## config.mk

```make
export PLATFORM = sky130hd
export DESIGN_NAME = cbp_ram
export DESIGN_NICKNAME = d
export VERILOG_FILES = /design/src/hw/rtl/cbp_ram.sv
export SDC_FILE = /design/constraint.sdc
export NUM_CORES = 1
export LEC_CHECK = 0
export BUFFER_PORTS_ARGS = -buffer_cell sky130_fd_sc_hd__buf_2
export CORE_ASPECT_RATIO = 0.6
export CORE_MARGIN = 5
export CORE_UTILIZATION = 65
export DETAILED_ROUTE_END_ITERATION = 8
export PLACE_DENSITY = 0.88
export SYNTH_ARGS = -nofsm -noshare
export SYNTH_HDL_FRONTEND = slang
export SYNTH_SLANG_ARGS = --single-unit
export TNS_END_PERCENT = 20
```

## constraint.sdc

```tcl
create_clock -name clk -period 3.2 [get_ports clk]
set_input_delay 0.48 -clock clk [delete_from_list [all_inputs] [get_ports clk]]
set_output_delay 0.48 -clock clk [all_outputs]
set_load 0.03 [all_outputs]
```

## src/hw/rtl/cbp_ram.sv

```systemverilog
// Generic single-write, single-read RAM with registered read data.
module cbp_ram #(
  parameter int WIDTH = 8,
  parameter int DEPTH = 16
) (
  input  logic                     clk,
  input  logic                     we,
  input  logic [$clog2(DEPTH)-1:0] waddr,
  input  logic [WIDTH-1:0]         wdata,
  input  logic                     re,
  input  logic [$clog2(DEPTH)-1:0] raddr,
  output logic [WIDTH-1:0]         rdata
);

  logic [WIDTH-1:0] mem [DEPTH];

  always_ff @(posedge clk) begin
    if (we) begin
      mem[waddr] <= wdata;
    end
    if (re) begin
      rdata <= mem[raddr];
    end
  end

endmodule

```

==> results.txt <==
- The flow ran to the end, and the final reports show no timing, DRC or antenna violations.
- Clock-pin slew was measured on the worst setup and hold paths at ~0.05 ns.
- Simple logic cell fraction of the synthesized area: 0.03135
- STA classifies the critical path startpoint as an input pin.
* Count of antenna diodes in the layout: 0
- The first global-routing pass estimated 15.62 mm of wire.
- After the last flow step, the layout net total stands at 291.
* Die Footprint: 0.009995 sq mm
* Initial antenna violation count: 0
* CP cell instances: buf_2 > buf_12 > mux4_1 > a22oi_1 > nand2_1
* Xor and xnor fraction of the mapped netlist area: 0
- In the post-synthesis netlist, the biggest area contributors are sky130_fd_sc_hd__edfxtp_1 78%, sky130_fd_sc_hd__mux4_2 7.8%, sky130_fd_sc_hd__mux4_1 7.0%.
- In this run the cell area of the synthesized design comes to ~0.0052 sq mm.
* Combinational family with the most area after synthesis: multiplexers
- The number of global-route vias before repair is 2,544.
- In this run the worst path has a maximum fanout of 22.
* Area fraction in compound gates after synthesis: 0.02298
- Share of the yosys chip area belonging to registers: 0.7812
* Area added between synthesis and finish: 14.00%
- The first detailed-routing pass took 5 iterations.
- Minimum setup slack in the final design: 1.341 ns
* Relative contribution of the clock network to total power: 0.419
- Fraction of synthesized cell area taken by the top area cell type: 0.7812
* Buffers & Inverters on Critical Path: 2
* H-tree depth: 4
- Most common cell after layout, fill and taps aside: sky130_fd_sc_hd__edfxtp_1
* Number of non-filler instances in the completed layout: ~390
* Post-Route Hold Slack: 0.4577 ns
- Post-synthesis mux area share: 0.1479
- Buffer type at the clock tree root: sky130_fd_sc_hd__clkbuf_16
* Area of the core: 0.007851 sq mm
* Worst relative slew slack: 0.3744
* Cells resized by post-CTS repair: 0
- Across every metal layer, demand over resource in global routing totals 0.2297.
* Via count: 2,502
* Endpoint type of the worst setup path: flip-flop
- Part of the power in registers: 0.531
- Number of buffers inserted during clock tree synthesis: 17
- For the final routed database, the setup TNS stands at 0 ns.
- On the critical path the largest part of the delay comes from buffers and inverters.
- Data arrival at the endpoint of the critical path: 2.00 ns
- Unrepaired setup endpoints after global routing: no
* Std-Cell Rows: 25
- Across the routed clock network, the largest skew measured is 0.007936 ns.
* Yosys cell types: 18
- Synthesis produced a netlist with a net count of around 250.
- Of the total power, combinational logic draws 0.051.
- The die is a little under 80 um tall.
- The worst path needs 1.859 ns of the cycle, external delays included.
- Switch share: 0.2005
- WL final: 10.35 mm
- In the layout the commonest cells are 136 x sky130_fd_sc_hd__edfxtp_1, 26 x sky130_fd_sc_hd__buf_2, 18 x sky130_fd_sc_hd__mux4_2.
- The worst-case IR drop observed on VDD is 0.6817 mV.
- Final HPWL DP: 6.391 mm
- Internal power: about 3.0 mW
- Number of placed cells counting well taps: 361
* Switching power: 0.7642 mW
- Once layout is complete, the utilization of the core stands at 0.7590.
* Deepest clock path buffer count: 2
- In this run the horizontal extent of the chip is approximately 130 um.
- In the final layout, the share of cells above drive strength 1 is 0.2535.
- Mean number of vias per cell: roughly 6.4
* Pin slew with the least headroom to its limit: 0.9349 ns
- Detailed Route Iter0 Violations: 299
- Port Buf Inserts: 26
- Area share of fa/ha/maj cells after synthesis: 0
- Overflow after GRT: 0
* Worst slack, placed: 0.9355 ns
* Static leakage: 1.990 nW
- DRC Markers: 0
* Number of endpoints with negative hold slack in the final report: 0
- The largest individual stage delay along the critical path comes from the cell sky130_fd_sc_hd__mux4_1.
- Num Clock Sinks: roughly 140
* Wire length per cell after detailed routing: 26.39 um
* Final worst-path cycle share: 0.5809
- Clock latency on the worst-skew pair, taken at its later pin, is 0.41 ns.
* Post-CTS setup buffer count: 0
- Total number of yosys warnings: 0
* Count of nets left with antenna violations after detail routing: 0
* Worst hold-check path type: in2reg
- The average instance in the mapped netlist occupies 22.83 sq um.
* I/O pin cnt: 27
- Maximum number of pins on one net before global-route repair: 33
* Max-cap viol count: 0
- In this run, synthesis produced a sequential element count of 136.
- Max-slew violations: 0
- Cell taking the most area after synthesis: sky130_fd_sc_hd__edfxtp_1
* Critical Path RT: roughly 3.3 ns
- Setup violations remaining at the end of the flow were counted as 0.
* PwrDens: roughly 640 mW/mm^2
- Routability-driven placement finished with a final weighted congestion of 0.7718.
- Starting density of the core: 0.6658
- Gate count of the mapped netlist: roughly 230
- Top achievable clock speed: 538.0 MHz
- Crit path kind: in2reg
- In this design, the stage delay of the slowest critical-path cell is 0.58 ns.
* TritonCTS clock tree: yes
- In this run, post-CTS hold repair placed 0 buffers.
==> flip-flops by register name, summed over array words and instances, names as in the netlist <==
register	count
mem	128
rdata	8
==> through the flow <==
stage | power, mW | area (sq um)
2_1_floorplan | 2.171 | 5228
3_3_place_gp | 2.236 | 5479
3_5_place_dp | 2.248 | 5479
4_1_cts | 3.831 | 5959
5_1_grt | 3.949 | 5959
6_report | 3.811 | 5959
==> final cells by class <==
| class | instances | area (sq um) |
|---|---|---|
| Clock buffer | 23 | 447.9 |
| Clock inverter | 8 | 32.53 |
| Multi-Input combinational cell | 83 | 1057 |
| Fill cell | 415 | 1892 |
| Sequential cell | 136 | 4084 |
| Timing Repair Buffer | 34 | 202.7 |
| Tap cell | 108 | 135.1 |
==> synth_stat cells (all sizes together) <==
cell type	n
a22oi	16
and2b	1
edfxtp	136
nand3	1
and2	1
clkdlybuf4s25	3
nor3	4
nand3b	2
nor2	13
buf	7
or3b	1
nand2b	2
nand2	9
nor2b	1
mux4	32
==> per-layer routing <==
layer,vias up,GRT usage,share of wire
met4,0,0.06959,0.0092
met2,134,0.3486,0.49
met5,-,0,0
met3,8,0.08690,0.078
met1,1289,0.3179,0.43
li1,1071,-,-
==> power by group through the flow <==
| stage | combinational, mW | clock [mW] | sequential (mW) |
|---|---|---|---|
| after floorplan | 0.101 | 0 | 2.07 |
| after global placement | 0.182 | 0 | 2.05 |
| after global routing | 0.208 | 1.72 | 2.02 |
| after detailed placement | 0.191 | 0 | 2.06 |
| after CTS | 0.194 | 1.61 | 2.02 |
| final | 0.193 | 1.60 | 2.02 |
==> worst paths after layout <==
check	start	to	slack, ns	cells past startpoint
worst min-delay path	wdata[6]	mem[2][6]	0.46	1
worst max register to register	mem[3][1]	rdata[1]	1.60	3
worst min register to register	mem[11][5]	rdata[5]	0.76	3
worst max-delay path	raddr[0]	rdata[1]	1.34	5
==> cell families after synthesis <==
group,after synthesis
buffers and inverters,10
AO/OA/AOI/OAI,16
multiplexers,32
flip-flops,136
AND/OR/NAND/NOR,35
No activity file was read; power rests on OpenSTA's default activity.
